File: src/rtl/bft_pkg.sv
// Package for the three-hash Bloom filter: constants, sequencer states and
// the structs passed between its modules. Used by every file in rtl/.
package bft_pkg;

    localparam int MAX_FILTER_BITS = 65536;
    localparam int IDX_W = $clog2(MAX_FILTER_BITS);
    localparam int SIZE_W = IDX_W + 1;
    localparam int ROW_BITS = 32;
    localparam int BIT_W = $clog2(ROW_BITS);
    localparam int ROW_AW = IDX_W - BIT_W;
    localparam int HASH_W = 32;
    localparam int CNT_W = $clog2(HASH_W);

    localparam logic [HASH_W-1:0] FNV_INIT = 32'd2166136261;
    localparam logic [HASH_W-1:0] FNV_PRIME = 32'd16777619;
    localparam logic [HASH_W-1:0] DJB_INIT = 32'd5381;
    localparam logic [HASH_W-1:0] SAX_INIT = 32'd0;

    localparam logic [SIZE_W-1:0] SIZE_RESET = 17'd1000;
    localparam logic [SIZE_W-1:0] SIZE_MAX = 17'd65536;
    localparam logic [2:0] MASK_RESET = 3'd7;

    localparam logic CFG_FILTER_SIZE = 1'b0;
    localparam logic CFG_HASH_MASK = 1'b1;

    localparam logic KIND_ADD = 1'b0;
    localparam logic KIND_CHECK = 1'b1;

    localparam logic [1:0] HSEL_SAX = 2'd0;
    localparam logic [1:0] HSEL_FNV = 2'd1;
    localparam logic [1:0] HSEL_DJB = 2'd2;
    localparam logic [1:0] HSEL_END = 2'd3;

    typedef enum logic [2:0] {
        ST_CLEAR,
        ST_IDLE,
        ST_SEL,
        ST_MOD,
        ST_READ,
        ST_USE,
        ST_DONE
    } state_t;

    // The first member is the most significant bit, so SAX sits in bit 0.
    typedef struct packed {
        logic djb_en;
        logic fnv_en;
        logic sax_en;
    } hash_mask_t;

    typedef struct packed {
        logic [HASH_W-1:0] sax;
        logic [HASH_W-1:0] fnv;
        logic [HASH_W-1:0] djb;
    } hash_vals_t;

    typedef struct packed {
        logic done;
        logic [IDX_W-1:0] rem;
    } mod_stat_t;

    typedef struct packed {
        logic rd_en;
        logic wr_en;
        logic [ROW_AW-1:0] addr;
        logic [ROW_BITS-1:0] wdata;
    } store_req_t;

endpackage

File: src/rtl/bft_hash.sv
// Running SAX, FNV-1 and djb2 hash accumulators, updated one key byte per
// cycle while step is high. Depends on bft_pkg.
module bft_hash
    import bft_pkg::*;
(
    input  logic            clk,
    input  logic            rst_n,
    input  logic            step,
    input  logic            clear,
    input  logic [7:0]      key_byte,
    output hash_vals_t      hashes
);

    logic [HASH_W-1:0] sax_reg, sax_next;
    logic [HASH_W-1:0] fnv_reg, fnv_next;
    logic [HASH_W-1:0] djb_reg, djb_next;
    logic [HASH_W-1:0] byte_z;
    logic [HASH_W-1:0] byte_s;
    logic [2*HASH_W-1:0] fnv_prod;

    assign byte_z = {24'd0, key_byte};
    assign byte_s = {{24{key_byte[7]}}, key_byte};
    assign fnv_prod = {32'd0, fnv_reg} * {32'd0, FNV_PRIME};

    always_comb
    begin
        sax_next = sax_reg;
        fnv_next = fnv_reg;
        djb_next = djb_reg;
        if (clear)
        begin
            sax_next = SAX_INIT;
            fnv_next = FNV_INIT;
            djb_next = DJB_INIT;
        end
        else if (step)
        begin
            sax_next = sax_reg ^ ((sax_reg << 5) + (sax_reg >> 2) + byte_z);
            fnv_next = fnv_prod[HASH_W-1:0] ^ byte_z;
            djb_next = (djb_reg << 5) + djb_reg + byte_s;
        end
    end

    always_ff @(posedge clk or negedge rst_n)
    begin
        if (!rst_n)
        begin
            sax_reg <= SAX_INIT;
            fnv_reg <= FNV_INIT;
            djb_reg <= DJB_INIT;
        end
        else
        begin
            sax_reg <= sax_next;
            fnv_reg <= fnv_next;
            djb_reg <= djb_next;
        end
    end

    assign hashes.sax = sax_reg;
    assign hashes.fnv = fnv_reg;
    assign hashes.djb = djb_reg;

endmodule

File: config.mk
export PLATFORM = sky130hd
export DESIGN_NAME = bft_hash
export DESIGN_NICKNAME = d
export VERILOG_FILES = /design/src/rtl/bft_pkg.sv /design/src/rtl/bft_hash.sv
export SDC_FILE = /design/constraint.sdc
export NUM_CORES = 1
export LEC_CHECK = 0
export ABC_CLOCK_PERIOD_IN_PS = 5600
export BUFFER_PORTS_ARGS = -buffer_cell sky130_fd_sc_hd__buf_2
export CAP_MARGIN = 0
export CORE_MARGIN = 2
export CORE_UTILIZATION = 45
export DETAILED_ROUTE_END_ITERATION = 16
export SETUP_SLACK_MARGIN = 0.15
export SLEW_MARGIN = 30
export SYNTH_ARGS = -nofsm -noshare
export SYNTH_HDL_FRONTEND = slang
export SYNTH_SLANG_ARGS = --single-unit
export TNS_END_PERCENT = 20
File: constraint.sdc
create_clock -name clk -period 5.6 [get_ports clk]
set_input_delay 1.12 -clock clk [delete_from_list [all_inputs] [get_ports clk]]
set_output_delay 1.12 -clock clk [all_outputs]
set_load 0.005 [all_outputs]
==> Yosys cells after proc, flatten, opt, wreduce, memory -nomap -nowiden <==
Cells that the tools add are included.
{ "totals": {"wordCells": 17, "regBits": 96} }
{ "classes": {"n_addsub": 4, "reduce_logical": 1, "mul": 1, "bitwise_logic": 2, "mux": 6} }
{ "ops": {"columns": ["cell", "n"], "rows": [
  ["32-bit 2-to-1 mux", 6],
  ["32-bit adder", 2],
  ["32-bit by 30-bit adder with 32-bit output", 1],
  ["32-bit by 8-bit adder with 32-bit output", 1],
  ["32-bit by 25-bit multiplier with 32-bit output (second input constant)", 1],
  ["32-bit bitwise XOR", 1],
  ["32-bit by 8-bit bitwise XOR with 32-bit output", 1],
  ["2-bit nonzero test", 1]
]} }

==> Logic depth before layout (Yosys ltp) <==
{ "depth": {"word_depth": 5, "depth_mapped": 21} }

==> Least setup slack after synthesis <==
Ideal clock, no wire load.
{ "synth_path": {"path_type": "register -> register", "start": "register fnv_reg[7]", "end": "register fnv_reg[31]", "required_time_ps": 5502, "path_buffers": 0, "path_stages_with_launch": 20, "period_less_slack_ps": 5014, "slack_ps": 586, "setup_time_ps": 98, "t_arrival_ps": 4915, "cell_sequence": "dfstp_2 -> ha_1 -> ha_1 -> fa_1 -> ha_1 -> fa_1 -> ha_1 -> inv_1 -> fa_1 -> inv_1 -> ha_1 -> a21o_1 -> a21o_1 -> a21oi_1 -> o21ai_1 -> a2111oi_2 -> o31ai_1 -> a21oi_1 -> nand4b_1 -> o311ai_1"} }
{ "synth_between": {"elab_chain_len": 4} }
{ "synth_rtl": {"columns": ["element", "line", "text"], "rows": [
  ["start, declared", "bft_hash.sv:15", "logic [HASH_W-1:0] fnv_reg, fnv_next;"],
  ["start signal, assigned", "bft_hash.sv:55", "fnv_reg <= fnv_next;"],
  ["32-bit by 25-bit multiplier with 32-bit output", "bft_hash.sv:23", "assign fnv_prod = {32'd0, fnv_reg} * {32'd0, FNV_PRIME};"],
  ["32-bit by 8-bit bitwise XOR with 32-bit output", "bft_hash.sv:39", "fnv_next = fnv_prod[HASH_W-1:0] ^ byte_z;"],
  ["32-bit 2-to-1 mux", "bft_hash.sv:36", "else if (step)"],
  ["32-bit 2-to-1 mux", "bft_hash.sv:30", "if (clear)"]
]} }
Every way passes these cells. The select of a mux whose other input is x is not followed.
A chain may end at the register's enable or synchronous reset.

==> Worst setup path in the final report <==
{ "layout_path": {"start": "register fnv_reg[6]", "end": "register fnv_reg[30]"} }
Same word-level chain as after synthesis.

==> results.cfg <==
[run_status]
status = finished clean

[detailed_routing]
drcViolationCount = 0
finalWirelength_um = 35300
top_layer_used = met4
dr_total_vias = 10704
met2_length_um = 16900
wl_per_cell_um = 18.2
vias_per_cell = 5.51
ant_nets = 0
firstDrtPassIters = 5
drtIter0Drc = 452
wl_met3_um = 1280
wl_met1_um = 16700

[worst_setup_path]
required_ps = 5880
path_cells = ha_1, ha_1, fa_1, ha_1, fa_1, ha_1, inv_1, fa_1, inv_1, ha_2, a31oi_1, nor2b_2, nand4_1, o211ai_1, a211oi_2, buf_4, or2_1, o21a_1, o211ai_1
start_kind = flip-flop
cp_slowest_stage_delay_ps = 580
critPathArrivalTime_ps = 5550
rr_worst_depth = 19
crit_fanout = 5
critPathKind = reg -> reg
critPathMostFrequentCell = ha_1
crit_path_end_kind = flip-flop
slowest_stage = dfstp_2

[die]
start_util = 0.459
dieArea_um2 = 31800
coreArea_um2 = 29800
die_h_um = 178
num_rows = 63
dieWidth_um = 178
io_pins = 108

[worst_hold_path]
hold_class = reg -> reg
min_path_cells = 2

[clock_network]
cts_root_buf = clkbuf_16
hold_buffers = 0
htreeDepth = 3
cts_buffer_depth = 2
clkLatencyLatePin_ps = 370
cts.sinks = 96
path_clk_slew_ps = 70
cts_tree = done
cts-buffers-inserted = 9

[final_layout]
syn_to_final_growth_pct = 10.7
num_antenna_cells = 0
layout-drive-gt1-share = 0.127
fillers = 2841
multi_input_area_um2 = 10600
fin_nets = 1941
regArea_um2 = 2430

[synthesis]
syn_area_um2 = 13700
synth-edff-count = 0
synth_ff_type = dfrtp_1
synth_top_cell_by_area = ha_1
synth-simple-area-share = 0.117
synth_top_area_share = 0.254
synth_fa_ha_area_frac = 0.408
synth_top_family_by_area = adder cells
synthMuxAreaShare = 0.0218
async_flop_share = 1.00
synth-seq-area-share = 0.177
syn_nets = 1832
synth_commonest_cells = ha_1 (278), inv_1 (168), nor2_1 (115)
synth.ff_latch_count = 96
synthCells = 1437
synth_xor_area_frac = 0.0621
synth-warning-count = 0
yosys.cell_types.count = 79
ys_top_cells_by_area = ha_1 (25%), fa_1 (15%), dfrtp_1 (14%)
synth.most_common_cell = ha_1
synth_compound_area_frac = 0.158
synth_area_per_cell_um2 = 9.52

[flow_run]
drv_cap = 0

[timing]
setup_viol = 0
finalCritPeriodShare = 0.941
maxSlewViolCount = 0
fin_crit_ps = 5270
worstMarginPinSlew_ps = 857
setup_tns_ps = 0
whs_ps = 573
skew_ps = 9.30
finalHoldViolCount = 0
slew_headroom = 0.426
grt_setup_unrepaired = true
max_freq_mhz = 190

[grt]
grt_max_degree = 77
overflow = 0
antenna_found_initial = 0
grt_pass1_wl_um = 57600
grt_usage = 0.231
grt_pass1_vias = 10988

[placement]
place.gp.congestion = 0.877
dp_hpwl_um = 27800
port_buffers = 107
## worst paths after layout
| path | from | endpoint | slack [ps] |
|---|---|---|---|
| max in group asynchronous | rst_n | djb_reg[0] | 3880 |
| min | sax_reg[27] | sax_reg[27] | 570 |
| max | fnv_reg[6] | fnv_reg[30] | 330 |
| max reg2reg | fnv_reg[6] | fnv_reg[30] | 330 |
| min in group asynchronous | rst_n | djb_reg[29] | 770 |
| min reg2reg | sax_reg[27] | sax_reg[27] | 570 |
## cell families (layout without fill, tap and decap cells)
group,Yosys count,in the layout
adder cells (fa/ha/maj),383,383
XOR/XNOR,97,97
AND/OR/NAND/NOR,318,318
multiplexers,29,29
AO/OA/AOI/OAI,312,312
flip-flops,96,96
buffers and inverters,202,316
## layout by cell type (no fill, tap or decap), types with 8 or more instances in the layout
cell type  netlist  final
mux2i_1         23     23
ha_1           278    272
o21ai_1         13     13
dfrtp_1         77     77
buf_4            0     26
fa_1           105    105
buf_2            2    104
o21bai_1        12     12
xnor2_1         64     64
a21oi_1         86     85
o211ai_1        15     15
nor2_1         115    115
dfstp_2         19     19
clkbuf_16        0      9
nand2_1         59     59
a211o_1         13     13
a211oi_1        13     13
a21o_1          58     58
xor2_1          33     33
nor4b_1          9      9
inv_1          168    167
a31oi_1          8      8
nor2b_1         19     18
nor3_1          22     21
o21a_1          11     11
nand2b_1        19     19
o21ai_0         22     22
nand3_1         15     15
## worst max-delay path: cells and delay by family, from the launching register on
family / cells / cell delay (ps)
adder cells (fa/ha/maj): 8 / 2790
AO/OA/AOI/OAI: 5 / 1050
flip-flops: 1 / 580
AND/OR/NAND/NOR: 3 / 510
buffers and inverters: 3 / 250
## stage by stage
stage	std cells	setup WS [ps]	area [um^2]	util
floorplan	1437	586	13700	-
global placement	1920	342	14700	0.494
detailed placement	1920	270	14700	0.494
CTS	1936	257	15000	0.505
global route	1941	108	15100	0.508
finish	1941	331	15100	0.508
## timing repair
item | in CTS | in global routing
resized for setup | 0 | 13
setup endpoints to repair | 0 | 11
buffers inserted | 0 | 5
## layout make-up
cell class	count	share of cell area
Tap cell	390	0.0322
Clock buffer	14	0.0174
Clock inverter	2	0.00248
Timing Repair Buffer	131	0.0480
Inverter	169	0.0419
Sequential cell	96	0.160
Multi-Input combinational cell	1139	0.698
## routing by layer
layer,vias up,GRT usage
met5,-,0
met4,0,0.0501
met3,30,0.0277
met2,187,0.400
met1,5206,0.310
li1,5281,-
Power is left out: the tool's default activity adds up to more than one toggle a clock period on the data nets, which glitch-free logic cannot reach.
