<file path="config.mk">
export PLATFORM = sky130hd
export DESIGN_NAME = bft_mod
export DESIGN_NICKNAME = d
export VERILOG_FILES = /design/src/rtl/bft_pkg.sv /design/src/rtl/bft_mod.sv
export SDC_FILE = /design/constraint.sdc
export NUM_CORES = 1
export LEC_CHECK = 0
export BUFFER_PORTS_ARGS = -buffer_cell sky130_fd_sc_hd__buf_4
export CAP_MARGIN = 30
export CORE_MARGIN = 2
export CORE_UTILIZATION = 55
export CTS_CLUSTER_SIZE = 30
export DETAILED_ROUTE_END_ITERATION = 8
export PLACE_DENSITY_LB_ADDON = 0.1
export SETUP_SLACK_MARGIN = 0.02
export SKIP_CTS_REPAIR_TIMING = 1
export SYNTH_ARGS = -nofsm -noshare
export SYNTH_HDL_FRONTEND = slang
export SYNTH_SLANG_ARGS = --single-unit
</file>
<file path="constraint.sdc">
create_clock -name clk -period 2.7 [get_ports clk]
set_input_delay 0.135 -clock clk [delete_from_list [all_inputs] [get_ports clk]]
set_output_delay 0.135 -clock clk [all_outputs]
set_load 0.02 [all_outputs]
</file>
<file path="src/rtl/bft_pkg.sv">
// Package for the three-hash Bloom filter: constants, sequencer states and
// the structs passed between its modules. Used by every file in rtl/.
package bft_pkg;

    localparam int MAX_FILTER_BITS = 65536;
    localparam int IDX_W = $clog2(MAX_FILTER_BITS);
    localparam int SIZE_W = IDX_W + 1;
    localparam int ROW_BITS = 32;
    localparam int BIT_W = $clog2(ROW_BITS);
    localparam int ROW_AW = IDX_W - BIT_W;
    localparam int HASH_W = 32;
    localparam int CNT_W = $clog2(HASH_W);

    localparam logic [HASH_W-1:0] FNV_INIT = 32'd2166136261;
    localparam logic [HASH_W-1:0] FNV_PRIME = 32'd16777619;
    localparam logic [HASH_W-1:0] DJB_INIT = 32'd5381;
    localparam logic [HASH_W-1:0] SAX_INIT = 32'd0;

    localparam logic [SIZE_W-1:0] SIZE_RESET = 17'd1000;
    localparam logic [SIZE_W-1:0] SIZE_MAX = 17'd65536;
    localparam logic [2:0] MASK_RESET = 3'd7;

    localparam logic CFG_FILTER_SIZE = 1'b0;
    localparam logic CFG_HASH_MASK = 1'b1;

    localparam logic KIND_ADD = 1'b0;
    localparam logic KIND_CHECK = 1'b1;

    localparam logic [1:0] HSEL_SAX = 2'd0;
    localparam logic [1:0] HSEL_FNV = 2'd1;
    localparam logic [1:0] HSEL_DJB = 2'd2;
    localparam logic [1:0] HSEL_END = 2'd3;

    typedef enum logic [2:0] {
        ST_CLEAR,
        ST_IDLE,
        ST_SEL,
        ST_MOD,
        ST_READ,
        ST_USE,
        ST_DONE
    } state_t;

    // The first member is the most significant bit, so SAX sits in bit 0.
    typedef struct packed {
        logic djb_en;
        logic fnv_en;
        logic sax_en;
    } hash_mask_t;

    typedef struct packed {
        logic [HASH_W-1:0] sax;
        logic [HASH_W-1:0] fnv;
        logic [HASH_W-1:0] djb;
    } hash_vals_t;

    typedef struct packed {
        logic done;
        logic [IDX_W-1:0] rem;
    } mod_stat_t;

    typedef struct packed {
        logic rd_en;
        logic wr_en;
        logic [ROW_AW-1:0] addr;
        logic [ROW_BITS-1:0] wdata;
    } store_req_t;

endpackage

</file>
<file path="src/rtl/bft_mod.sv">
// Shared remainder unit: reduces a 32-bit hash modulo the filter size, one
// dividend bit per cycle. Depends on bft_pkg.
module bft_mod
    import bft_pkg::*;
(
    input  logic              clk,
    input  logic              rst_n,
    input  logic              start,
    input  logic [HASH_W-1:0] dividend,
    input  logic [SIZE_W-1:0] divisor,
    output mod_stat_t         stat
);

    logic [HASH_W-1:0] dvd_reg, dvd_next;
    logic [IDX_W-1:0]  rem_reg, rem_next;
    logic [CNT_W-1:0]  cnt_reg, cnt_next;
    logic              busy_reg, busy_next;
    logic              done_reg, done_next;
    logic [SIZE_W-1:0] trial;
    logic [SIZE_W-1:0] diff;

    assign trial = {rem_reg, dvd_reg[HASH_W-1]};
    assign diff = trial - divisor;

    always_comb
    begin
        dvd_next = dvd_reg;
        rem_next = rem_reg;
        cnt_next = cnt_reg;
        busy_next = busy_reg;
        done_next = 1'b0;
        if (start)
        begin
            dvd_next = dividend;
            rem_next = '0;
            cnt_next = '0;
            busy_next = 1'b1;
        end
        else if (busy_reg)
        begin
            dvd_next = {dvd_reg[HASH_W-2:0], 1'b0};
            if (trial >= divisor)
                rem_next = diff[IDX_W-1:0];
            else
                rem_next = trial[IDX_W-1:0];
            cnt_next = cnt_reg + 1'b1;
            if (cnt_reg == CNT_W'(HASH_W - 1))
            begin
                busy_next = 1'b0;
                done_next = 1'b1;
            end
        end
    end

    always_ff @(posedge clk or negedge rst_n)
    begin
        if (!rst_n)
        begin
            busy_reg <= 1'b0;
            done_reg <= 1'b0;
            cnt_reg <= '0;
        end
        else
        begin
            busy_reg <= busy_next;
            done_reg <= done_next;
            cnt_reg <= cnt_next;
        end
    end

    always_ff @(posedge clk)
    begin
        dvd_reg <= dvd_next;
        rem_reg <= rem_next;
    end

    assign stat.done = done_reg;
    assign stat.rem = rem_reg;

endmodule

</file>
### After elaboration in Yosys (flattened, before gate mapping)

Index checks and enable logic that the tools add are counted.

* register bits: 55
* input bits: 52
* output and inout port bits: 17

* add/subtract/negate cells: 2
* order comparisons: 1
* equality and inequality tests: 1
* mux-type cells: 11
* reduce and logical (&&, ||, !) cells: 1

Operators with widths (count)
* 32-bit two-way mux: 2
* 17-bit >= comparator: 1
* 16-bit two-way mux: 1
* 16-bit subtractor: 1
* 5-bit two-way mux: 2
* 1-bit two-way mux: 6
* 5-bit by 1-bit adder with 5-bit output (second input constant): 1
* 5-bit == test (second input constant): 1
* 2-bit nonzero test: 1

### Depth between registers and ports, before layout

Gate-level depths: netlist (run 1).

* depth in word-level cells: 4
* mapped depth: 10

### Worst setup path before layout (run 1)

No wires, ideal clock.

* kind: register -> register
* start point: register dvd_reg[31]
* end point: register rem_reg[12]
* setup time: 0.137 ns
* data arrival time: 2.170 ns
* slack: 0.393 ns
* stages on the path, launching flop included: 11
* path buffers: 0
* cells stage by stage: edfxtp_1 > inv_1 > ha_1 > inv_1 > fa_1 > a21o_1 > a221oi_2 > o21ai_1 > a221oi_2 > xor2_1 > a31oi_1

* longest elaborated chain between the ends: 2
* elaborated cells between the ends (all ways): 3
* classes of those cells: 1 x add/sub; 1 x order compare; 1 x mux

RTL lines
* start: declaration: line bft_mod.sv:14 `logic [HASH_W-1:0] dvd_reg, dvd_next;`
* start signal: assignment: line bft_mod.sv:73 `dvd_reg <= dvd_next;`
* 16-bit subtractor / 17-bit >= comparator (equally long branches): line bft_mod.sv:23, bft_mod.sv:42
* 16-bit two-way mux *: line bft_mod.sv:42 `if (trial >= divisor)`
* end signal: assignment: line bft_mod.sv:74 `rem_reg <= rem_next;`
* end: declaration: line bft_mod.sv:15 `logic [IDX_W-1:0] rem_reg, rem_next;`

Mark *: on every way between the ends. The rest lies on a longest branch, timed or not.
A chain may end at the register's enable or synchronous reset.

### Worst setup path in the final report (run 1)

* start point: register dvd_reg[31]
* end point: register rem_reg[14]

The elaborated chain is that of the path after synthesis.

==> summary.md, run 1 <==
| Metric | Value |
|---|---|
| Combinational fraction of design power | 16.1% |
| Fill count | 477 |
| Synthesized flop and latch total | 55 |
| Post-route insts no fill | 473 |
| Aggregate global-route resource usage | a little under a quarter |
| Placed cell count | ~460 |
| Die height | 83.0 um |
| Clock buffer depth | 2 |
| Power Density | 423 nW/um^2 |
| H-tree Lvls | 2 |
| Root buf cell | clkbuf_8 |
| Hold Fails Final Rpt | 0 |
| Largest net degree at the start of global routing | 33 |
| Placer Congestion | ~0.92 |
| Grt ovf | 0 |
| DIE WIDTH | a little over 80 um |
| Worst-Margin Slew | approximately 760 ps |
| Int Power | ~1.3 mW |
| Drt wl/cell | 16.7 um |
| Yosys warning count | 0 |
| Flop pwr share | a little under three fifths |
| # nets final | 469 |
| Clock latency at the later pin of the worst-skew pair | 320 ps |
| Crit path to | rem_reg[14] |
| Placed cell area | 4020 um^2 |
| R2R Path Start | dvd_reg[31] |
| Via-to-Cell Ratio | 5.83 |
| Async set-reset flop share out of synthesis | approximately an eighth |
| Post-Route Skew | 5.26 ps |
| Unrepaired setup endpoints after global routing | no |
| Num rows | 28 |
| Buffers and inverters on the worst path | 2 |
| Critical path arrival | 2670 ps |
| Share of layout cells above drive strength 1 | 33.2% |
| P_leak | 1.87 nW |
| Core footprint | 5960 um^2 |
| Detail Route Antenna Nets | 0 |
| Crit path top cell by count | inv_1 |
| Commonest non-fill, non-tap cell in the layout | buf_4 |
| Residual DRC count | 0 |
| Syn-to-layout area delta | 20.6% |
| Total die area | between 6000 and 7000 um^2 |
| WP depth | 10 |
| Crit path required time | 2890 ps |
| Most used DFF post-synth | edfxtp_1 |
| Setup CP Type | reg2reg |
| Number of I/O pins | 69 |
| Slew Limit Headroom | around 50% |
| Post-synthesis sequential area ratio | 42.5% |
| F_max | about 0.40 GHz |
| Fin area | ~4100 um^2 |
| Routed wire length | 7.91 mm |
| HP Class | in2reg |
| Final min period | 2480 ps |
| Distinct cells, synth | slightly above 60 |
| Critical Path Sink Type | flop |
| N_diodes | 0 |
| Worst Path Max Fanout | 4 |
| Initial antenna violation count | 0 |
| Final Slew Violations | 0 |
| Crit path cell chain | inv_1 -> ha_1 -> inv_1 -> fa_1 -> a21o_1 -> a221oi_4 -> o21ai_0 -> a211o_1 -> o211ai_1 -> a311oi_1 |
| Commonest non-fill, non-tap cells in the layout | 78 x buf_4, 32 x edfxtp_1, 31 x mux2_2, 30 x nor2_1, 23 x inv_1 |
| Clock Sinks | 55 |
| Post-Synthesis Cells | around 330 |
| Footprint of the multi-input gates | 1810 um^2 |
| Pre-Repair DR Iteration Count | 5 |
| Synth Area per Inst | 10.4 um^2 |
| Total CTS buffers | 5 |
| R2R Path End | rem_reg[14] |
| Slowest stage delay, CP | 390 ps |
| Crit path max-delay family | compound AO/OA/AOI/OAI gates |
| Initial detailed-routing violation count | 218 |
| Setup Viol. Count Final | 0 |
| Max-Cap Viols | 0 |
| CTS tree | built |
| Hold Crit Start | dividend[0] |
| Syn_nets | 401 |
| VDD IR-drop max | 0.000277 V |
| Number of port buffers | 68 |
| Crit path from | dvd_reg[31] |
| Clock share of power | 28.3% |
| Fin Hold WS | about 100 ps |
| Post-synth EDFFs | 32 |
| Slowest cell on crit path | edfxtp_1 |
| Fin Setup TNS | 0 ps |
| FF/Latch Area | around 1500 um^2 |
| First-pass GRT wire length | 13.2 mm |
| Net Sw Frac | between 20% and 30% |
| Reg clk slew, reported paths | 110 ps |
| Final HPWL DP | 5.80 mm |
| Largest register FFs | 32 |
| Reg2reg setup slack | 220 ps |
| Net Sw Power | approximately 450 uW |
| Initial Utilization | 57.6% |
| Critical Path Source Type | flop |
| Part of the cycle the worst path needs | 91.8% |
| Mapped Area | 3430 um^2 |
| Via count | 2756 |
| Status | complete, no violations |
| Vias in the first global route | 2695 |
| Worst Reg-to-Reg Cells | 10 |
layer usage:
metal / share of wire (%) / up-vias / GRT usage, %
li1: - / 1366 / -
met3: 5.3 / 6 / 4.37
met4: 1.1 / 0 / 6.56
met5: 0 / - / 0
met1: 48 / 1303 / 34.3
met2: 46 / 81 / 35.4
cells in the mapped netlist (3+ instances only):
cell | n | area, um^2
nand2_1 | 12 | 45.0
ha_1 | 19 | 238
buf_2 | 4 | 20.0
o21a_1 | 5 | 37.5
a21o_1 | 6 | 45.0
nand4_1 | 3 | 18.8
edfxtp_1 | 32 | 961
nor2_1 | 30 | 113
o21ai_0 | 13 | 65.1
clkbuf_1 | 5 | 18.8
o21ai_1 | 12 | 60.1
a311oi_1 | 11 | 96.3
nor3_1 | 3 | 15.0
xnor2_1 | 6 | 52.6
nand3_1 | 10 | 50.1
dfxtp_1 | 16 | 320
a31oi_1 | 3 | 18.8
a211oi_1 | 3 | 22.5
and3_1 | 5 | 31.3
mux2_2 | 31 | 349
dfrtp_1 | 7 | 175
a21oi_1 | 8 | 40.0
xor2_1 | 7 | 61.3
nor3b_1 | 3 | 22.5
buf_1 | 6 | 22.5
inv_1 | 23 | 86.3
worst min path at each step:
stage            endpoint  cells after the start
4_1_cts          done_reg                      1
6_report       dvd_reg[0]                      2
2_1_floorplan    busy_reg                      0
3_3_place_gp     done_reg                      1
5_1_grt        dvd_reg[0]                      2
3_5_place_dp   cnt_reg[4]                      1
cell type report:
class	count	area share (%)
clock buffer	5	1.66
clock inverter	3	0.575
inverter	23	2.09
multi-input combinational	233	43.8
sequential	55	35.2
tap	75	2.27
timing repair buffer	79	14.4
power groups by stage:
stage	clock [mW]	combinational, mW	sequential, mW
final	0.494	0.282	0.972
after global routing	0.536	0.309	0.980
after detailed placement	0	0.276	0.991
after floorplan	0	0.174	0.989
after global placement	0	0.270	0.988
after CTS	0.497	0.278	0.974
cell families (layout without fill, tap and decap cells):
kind of cell | after synthesis | count (layout) | share of synthesized area (%)
multiplexers | 33 | 33 | 10.8
AND/OR/NAND/NOR | 78 | 78 | 11.1
adder cells (fa/ha/maj) | 20 | 20 | 7.52
AO/OA/AOI/OAI | 89 | 89 | 19.7
flip-flops | 55 | 55 | 42.5
buffers and inverters | 41 | 110 | 5.07
XOR/XNOR | 13 | 13 | 3.32
stage by stage:
stage               worst slack [ps]  power [mW]  util (%)
floorplan                        393        1.16         -
global placement                 209        1.26      67.5
detailed placement               152        1.27      67.5
CTS                              133        1.75      69.1
global route                    48.8        1.82      69.4
finish                           222        1.75      69.4
worst reg2reg max path, cell delays in order, from the launching register on:
cell and delay (ps):
edfxtp_1 390, inv_1 70, ha_1 150, inv_1 60, fa_1 390, a21o_1 240, a221oi_4 340, o21ai_0 190
a211o_1 290, o211ai_1 100, a311oi_1 130
(Power assumes the default switching activity.)
==> run 2: changes to the inputs <==
--- a/config.mk
+++ b/config.mk
@@ -5,6 +5,7 @@
 export SDC_FILE = /design/constraint.sdc
 export NUM_CORES = 1
 export LEC_CHECK = 0
+export ABC_CLOCK_PERIOD_IN_PS = 2700
 export BUFFER_PORTS_ARGS = -buffer_cell sky130_fd_sc_hd__buf_4
 export CAP_MARGIN = 30
 export CORE_MARGIN = 2
@@ -12,6 +13,7 @@
 export CTS_CLUSTER_SIZE = 30
 export DETAILED_ROUTE_END_ITERATION = 8
 export PLACE_DENSITY_LB_ADDON = 0.1
+export RECOVER_POWER = 25
 export SETUP_SLACK_MARGIN = 0.02
 export SKIP_CTS_REPAIR_TIMING = 1
 export SYNTH_ARGS = -nofsm -noshare
==> run 2 against run 1 <==
  * Final cell count stayed put
  * Via count is 1.0% higher
  * Non-clock buffer count stayed put
  * Critical path type unchanged
  * Critical endpoint unchanged
  * Largest cell class unchanged
==> summary.md, run 2 (synthesized netlist as in run 1, its figures left out) <==
| Metric | Value |
|---|---|
| Max-Cap Viols | 0 (unchanged) |
| Aggregate global-route resource usage | 23.4% (unchanged) |
| Final Slew Violations | 0 (unchanged) |
| Placer Congestion | 0.924 (unchanged) |
| Final min period | 2540 ps (+63.9 ps) |
| HP Class | in2reg |
| Global routing's busiest layer | met2 |
| Part of the cycle the worst path needs | 94.2% (+2.4 points) |
| Initial Utilization | 57.6% (unchanged) |
| Reg clk slew, reported paths | 110 ps (about the same) |
| Total CTS buffers | 5 (unchanged) |
| Via-to-Cell Ratio | 5.89 (+1.0%) |
| Final HPWL DP | 5.80 mm (unchanged) |
| Net Sw Power | 459 uW (+0.95%) |
| Routed wire length | 7.97 mm (+0.81%) |
| Commonest non-fill, non-tap cell in the layout | buf_4 |
| Power Density | 426 nW/um^2 (+0.74%) |
| Critical Path Source Type | flop |
| CTS tree | built |
| DIE WIDTH | 83.0 um (unchanged) |
| Number of I/O pins | 69 (unchanged) |
| Setup CP Type | reg2reg |
| Clock share of power | 28.4% (about the same) |
| Combinational fraction of design power | 16.1% (about the same) |
| Met2 Use GR | 35.4% (unchanged) |
| Share of layout cells above drive strength 1 | 31.7% (-1.5 points) |
| Residual DRC count | 0 (unchanged) |
| Fin Setup TNS | 0 ps (unchanged) |
| Met3 Track Usage GR | 4.37% (unchanged) |
| Layout Utilization | 69.0% (-0.38 points) |
| Die height | 83.0 um (unchanged) |
| Largest register FFs | 32 (unchanged) |
| Clock buffer depth | 2 (unchanged) |
| Int Power | 1.29 mW (about the same) |
| Slew Limit Headroom | 9.36% (-40 points) |
| Worst Path Max Fanout | 4 (unchanged) |
| Root buf cell | clkbuf_8 |
| Vias in the first global route | 2695 (unchanged) |
| Largest net degree at the start of global routing | 33 (unchanged) |
| First-pass GRT wire length | 13.2 mm (unchanged) |
| Crit path required time | 2850 ps (-40 ps) |
| Commonest non-fill, non-tap cells in the layout | 72 x buf_4, 32 x edfxtp_1, 31 x mux2_2, 30 x nor2_1, 23 x inv_1 |
| Unrepaired setup endpoints after global routing | no |
| Num rows | 28 (unchanged) |
| H-tree Lvls | 2 (unchanged) |
| Fin Hold WS | 96.9 ps (-3.75 ps) |
| Post-Route Skew | 4.80 ps (-0.457 ps) |
| Worst-Margin Slew | 1360 ps (+603 ps) |
| Grt ovf | 0 (unchanged) |
| # nets final | 469 (unchanged) |
| Number of port buffers | 68 (unchanged) |
| Total power | 1.75 mW (+0.19%) |
| Flop pwr share | 55.5% (about the same) |
| N_diodes | 0 (unchanged) |
| VDD IR-drop max | 0.000277 V (about the same) |
| Met1 GRT Util | 34.3% (unchanged) |
| Setup Viol. Count Final | 0 (unchanged) |
| Core footprint | 5960 um^2 (unchanged) |
| Syn-to-layout area delta | 19.9% |
| Clock Sinks | 55 (unchanged) |
| Initial antenna violation count | 0 (unchanged) |
| Net Sw Frac | 26.2% (+0.20 points) |
| Detail Route Antenna Nets | 0 (unchanged) |
| Status | complete, no violations |
| Via count | 2784 (+1.0%) |
| Total die area | 6880 um^2 (unchanged) |
| Initial detailed-routing violation count | 215 (-1.4%) |
| Pre-Repair DR Iteration Count | 4 (-1) |
| Clock latency at the later pin of the worst-skew pair | 320 ps (about the same) |
| Critical Path Sink Type | flop |
| Critical path arrival | 2690 ps (+20 ps) |
| Hold Fails Final Rpt | 0 (unchanged) |
| P_leak | 1.85 nW (-1.3%) |
| F_max | 0.393 GHz (-2.5%) |
| Drt wl/cell | 16.9 um (+0.81%) |
[run 2: final cells by class]
class | count | area [um^2]
flip-flops and latches | 55 | 1460
clock inverters | 3 | 23.8
clock buffers | 5 | 68.8
well taps | 75 | 93.8
inverters | 23 | 86.3
fillers | 481 | 1840
multi-input cells | 233 | 1810
repair buffers | 79 | 573
[run 2: layer usage]
metal  wire (um)  vias up
met3         469       10
met1        3720     1326
met2        3660       83
met4         121        0
li1            -     1365
met5           0        -
[run 2: power by group through the flow]
stage          clock [mW]  sequential, mW  combinational (mW)
2_1_floorplan           0           0.989               0.174
3_3_place_gp            0           0.988               0.270
3_5_place_dp            0           0.991               0.276
4_1_cts             0.497           0.974               0.278
5_1_grt             0.536           0.980               0.308
6_report            0.498           0.972               0.281
[run 2: worst max-delay path, stage by stage (launching register included)]
cell and delay [ps]:
edfxtp_1 390, inv_1 70, ha_1 150, inv_1 60, fa_1 390, a21o_1 240
a221oi_4 350, o21ai_0 190, a211o_1 300, o211ai_1 110, a311oi_1 130
[run 2: path summary, 6_finish.rpt]
check | slack (ps) | end | from | depth (start not counted)
setup / recovery | 160 | rem_reg[14] | dvd_reg[31] | 10
hold / removal | 100 | dvd_reg[0] | dividend[0] | 2
setup reg to reg | 160 | rem_reg[14] | dvd_reg[31] | 10
hold reg to reg | 540 | rem_reg[9] | rem_reg[9] | 2
max in group asynchronous | 2210 | cnt_reg[3] | rst_n | 2
min in group asynchronous | 220 | done_reg | rst_n | 2
[run 2: metrics by stage]
step                      std cells  worst slack, ps  area, um^2
after CTS                       472              133        4110
after floorplan                 329              393        3430
after global routing            473             35.1        4110
after detailed placement        464              152        4020
final                           473              158        4110
after global placement          464              209        4020
==> run 3: changes to the inputs <==
--- a/config.mk
+++ b/config.mk
@@ -5,10 +5,10 @@
 export SDC_FILE = /design/constraint.sdc
 export NUM_CORES = 1
 export LEC_CHECK = 0
-export ABC_CLOCK_PERIOD_IN_PS = 2700
+export ABC_CLOCK_PERIOD_IN_PS = 2450
 export BUFFER_PORTS_ARGS = -buffer_cell sky130_fd_sc_hd__buf_4
 export CAP_MARGIN = 30
-export CORE_MARGIN = 2
+export CORE_MARGIN = 1.5
 export CORE_UTILIZATION = 55
 export CTS_CLUSTER_SIZE = 30
 export DETAILED_ROUTE_END_ITERATION = 8
==> constraint.sdc (replaced) <==
create_clock -name clk -period 2.45 [get_ports clk]
set_input_delay 0.1225 -clock clk [delete_from_list [all_inputs] [get_ports clk]]
set_output_delay 0.1225 -clock clk [all_outputs]
set_load 0.02 [all_outputs]
==> run 3 against run 2 <==
  * Sequential power grew 10%
  * Sequential cell count is the same
  * Register-to-register slack lost 40 ps
  * Via count grew 2.5%
==> summary.md, run 3 (synthesized netlist as in run 1, its figures left out) <==
| Metric | Value |
|---|---|
| Status | complete, no violations |
| First-pass GRT wire length | 12.6 mm (-4.0%) |
| Met3 Track Usage GR | 5.44% (+1.1 points) |
| Commonest non-fill, non-tap cell in the layout | buf_4 |
| CTS tree | built |
| Part of the cycle the worst path needs | 95.3% (+1.2 points) |
| Residual DRC count | 0 (unchanged) |
| Aggregate global-route resource usage | 24.8% (+1.5 points) |
| Largest register FFs | 32 (unchanged) |
| Critical Path Source Type | flop |
| R2R Path Start | dvd_reg[31] |
| Core footprint | 5960 um^2 (unchanged) |
| Num rows | 28 (unchanged) |
| Total CTS buffers | 5 (unchanged) |
| Final HPWL DP | 5.87 mm (+1.2%) |
| Root buf cell | clkbuf_8 |
| Largest net degree at the start of global routing | 34 (+3.0%) |
| Hold Crit Start | dividend[0] |
| Setup CP Type | reg2reg |
| Pre-Repair DR Iteration Count | 4 (unchanged) |
| Clock buffer depth | 2 (unchanged) |
| Setup slack after layout | 114 ps (-43.2 ps) |
| Buffers and inverters on the worst path | 3 (+1) |
| Critical Path Sink Type | flop |
| Syn-to-layout area delta | 23.8% |
| Met1 GRT Util | 34.7% (+0.39 points) |
| Slew Limit Headroom | 72.5% (+63 points) |
| H-tree Lvls | 2 (unchanged) |
| FF/Latch Area | 1460 um^2 (unchanged) |
| Routed wire length | 8.03 mm (+0.73%) |
| Number of I/O pins | 69 (unchanged) |
| Number of port buffers | 68 (unchanged) |
| Grt ovf | 0 (unchanged) |
| Fill count | 484 (+0.62%) |
| Crit path cell chain | inv_1 -> ha_2 -> inv_1 -> fa_2 -> a21o_1 -> a221oi_2 -> buf_4 -> o21ai_0 -> xor2_1 -> o21ai_1 -> a311oi_1 |
| Fin Setup TNS | 0 ps (unchanged) |
| Max-Cap Viols | 0 (unchanged) |
| VDD IR-drop max | 0.000368 V (+33%) |
| Crit path required time | 2690 ps (-160 ps) |
| Worst Hold Depth | 2 (unchanged) |
| Slowest cell on crit path | edfxtp_1 |
| DIE WIDTH | 82.0 um (-1.2%) |
| Placer Congestion | 0.909 (-1.6%) |
| Final min period | 2340 ps (-207 ps) |
| Initial antenna violation count | 0 (unchanged) |
| Worst-Margin Slew | 410 ps (-950 ps) |
| Hold Fails Final Rpt | 0 (unchanged) |
| Clock latency at the later pin of the worst-skew pair | 320 ps (about the same) |
| Global routing's busiest layer | met2 |
| Clock Sinks | 55 (unchanged) |
| Reg2reg setup slack | 110 ps (-40 ps) |
| Crit path max-delay family | compound AO/OA/AOI/OAI gates |
| Dpl ws | 27.0 ps (-125 ps) |
| Drt wl/cell | 16.5 um (-2.2%) |
| P_leak | 1.92 nW (+4.1%) |
| R2R Path End | rem_reg[10] |
| Met2 Use GR | 38.9% (+3.4 points) |
| Worst Hold End | dvd_reg[0] |
| Layout Utilization | 71.3% (+2.2 points) |
| Worst Path Max Fanout | 4 (unchanged) |
| Unrepaired setup endpoints after global routing | yes |
| # nets final | 483 (+3.0%) |
| N_diodes | 0 (unchanged) |
| Vias in the first global route | 2674 (-0.78%) |
| Commonest non-fill, non-tap cells in the layout | 85 x buf_4, 32 x edfxtp_1, 31 x mux2_2, 30 x nor2_1, 23 x inv_1 |
| Post-Route Skew | 9.65 ps (+4.85 ps) |
| Setup Viol. Count Final | 0 (unchanged) |
| Total die area | 6720 um^2 (-2.4%) |
| Via-to-Cell Ratio | 5.86 (-0.47%) |
| Initial detailed-routing violation count | 181 (-16%) |
| Detail Route Antenna Nets | 0 (unchanged) |
| F_max | 0.428 GHz (+8.9%) |
| Slowest stage delay, CP | 400 ps (about the same) |
| Crit path top cell by count | inv_1 |
| Worst Reg-to-Reg Cells | 11 (+1) |
| Footprint of the multi-input gates | 1820 um^2 (+0.83%) |
| Final Slew Violations | 0 (unchanged) |
| Share of layout cells above drive strength 1 | 35.2% (+3.5 points) |
| Reg clk slew, reported paths | 120 ps (about the same) |
| Fin Hold WS | 92.2 ps (-4.65 ps) |
| Die height | 82.0 um (-1.2%) |
| Power Density | 458 nW/um^2 (+7.5%) |
| Initial Utilization | 57.6% (unchanged) |
| HP Class | in2reg |
| Via count | 2853 (+2.5%) |
| Critical path arrival | 2570 ps (-120 ps) |
run 3: cell types whose count changed in the layout (fill, tap and decap cells not counted):
cell	before	now
a311oi_2	0	1
ha_1	19	18
fa_2	0	1
ha_2	0	1
buf_4	72	85
a21oi_4	0	1
a221oi_2	1	2
a21oi_1	8	7
o21ai_2	1	2
fa_1	1	0
a221oi_4	1	0
o21ai_1	12	11
buf_12	0	1
a311oi_1	11	10
run 3: metrics by stage:
step	power [mW]	instance area [um^2]	instances
after floorplan	1.28	3430	329
after global placement	1.39	4100	473
after detailed placement	1.41	4100	473
after CTS	1.95	4190	481
after global routing	2.02	4240	487
final	1.94	4240	487
run 3: area by class of cell:
class | instances | area share (%)
clock inverters | 3 | 0.560
clock buffers | 5 | 1.62
inverters | 23 | 2.03
flip-flops and latches | 55 | 34.3
repair buffers | 93 | 16.3
well taps | 75 | 2.21
multi-input cells | 233 | 43.0
run 3: how the worst max path moves through the flow:
stage | startpoint | end | slack (ps) | cells past startpoint
finish | dvd_reg[31] | rem_reg[10] | 110 | 11
global placement | dvd_reg[31] | rem_reg[12] | 120 | 11
global route | dvd_reg[31] | rem_reg[12] | 5 | 11
CTS | dvd_reg[31] | rem_reg[12] | 20 | 11
floorplan | dvd_reg[31] | rem_reg[12] | 140 | 10
detailed placement | dvd_reg[31] | rem_reg[12] | 30 | 11
run 3: where the power goes:
group	total [mW]	internal (mW)	switching [mW]
Clock	0.548	0.208	0.341
Combinational	0.324	0.180	0.144
Sequential	1.07	1.05	0.0234
run 3: layer usage:
metal | share of wire [%] | vias to the layer above
met5 | 0 | -
li1 | - | 1397
met3 | 7.0 | 5
met4 | 0.90 | 0
met2 | 47 | 104
met1 | 45 | 1347
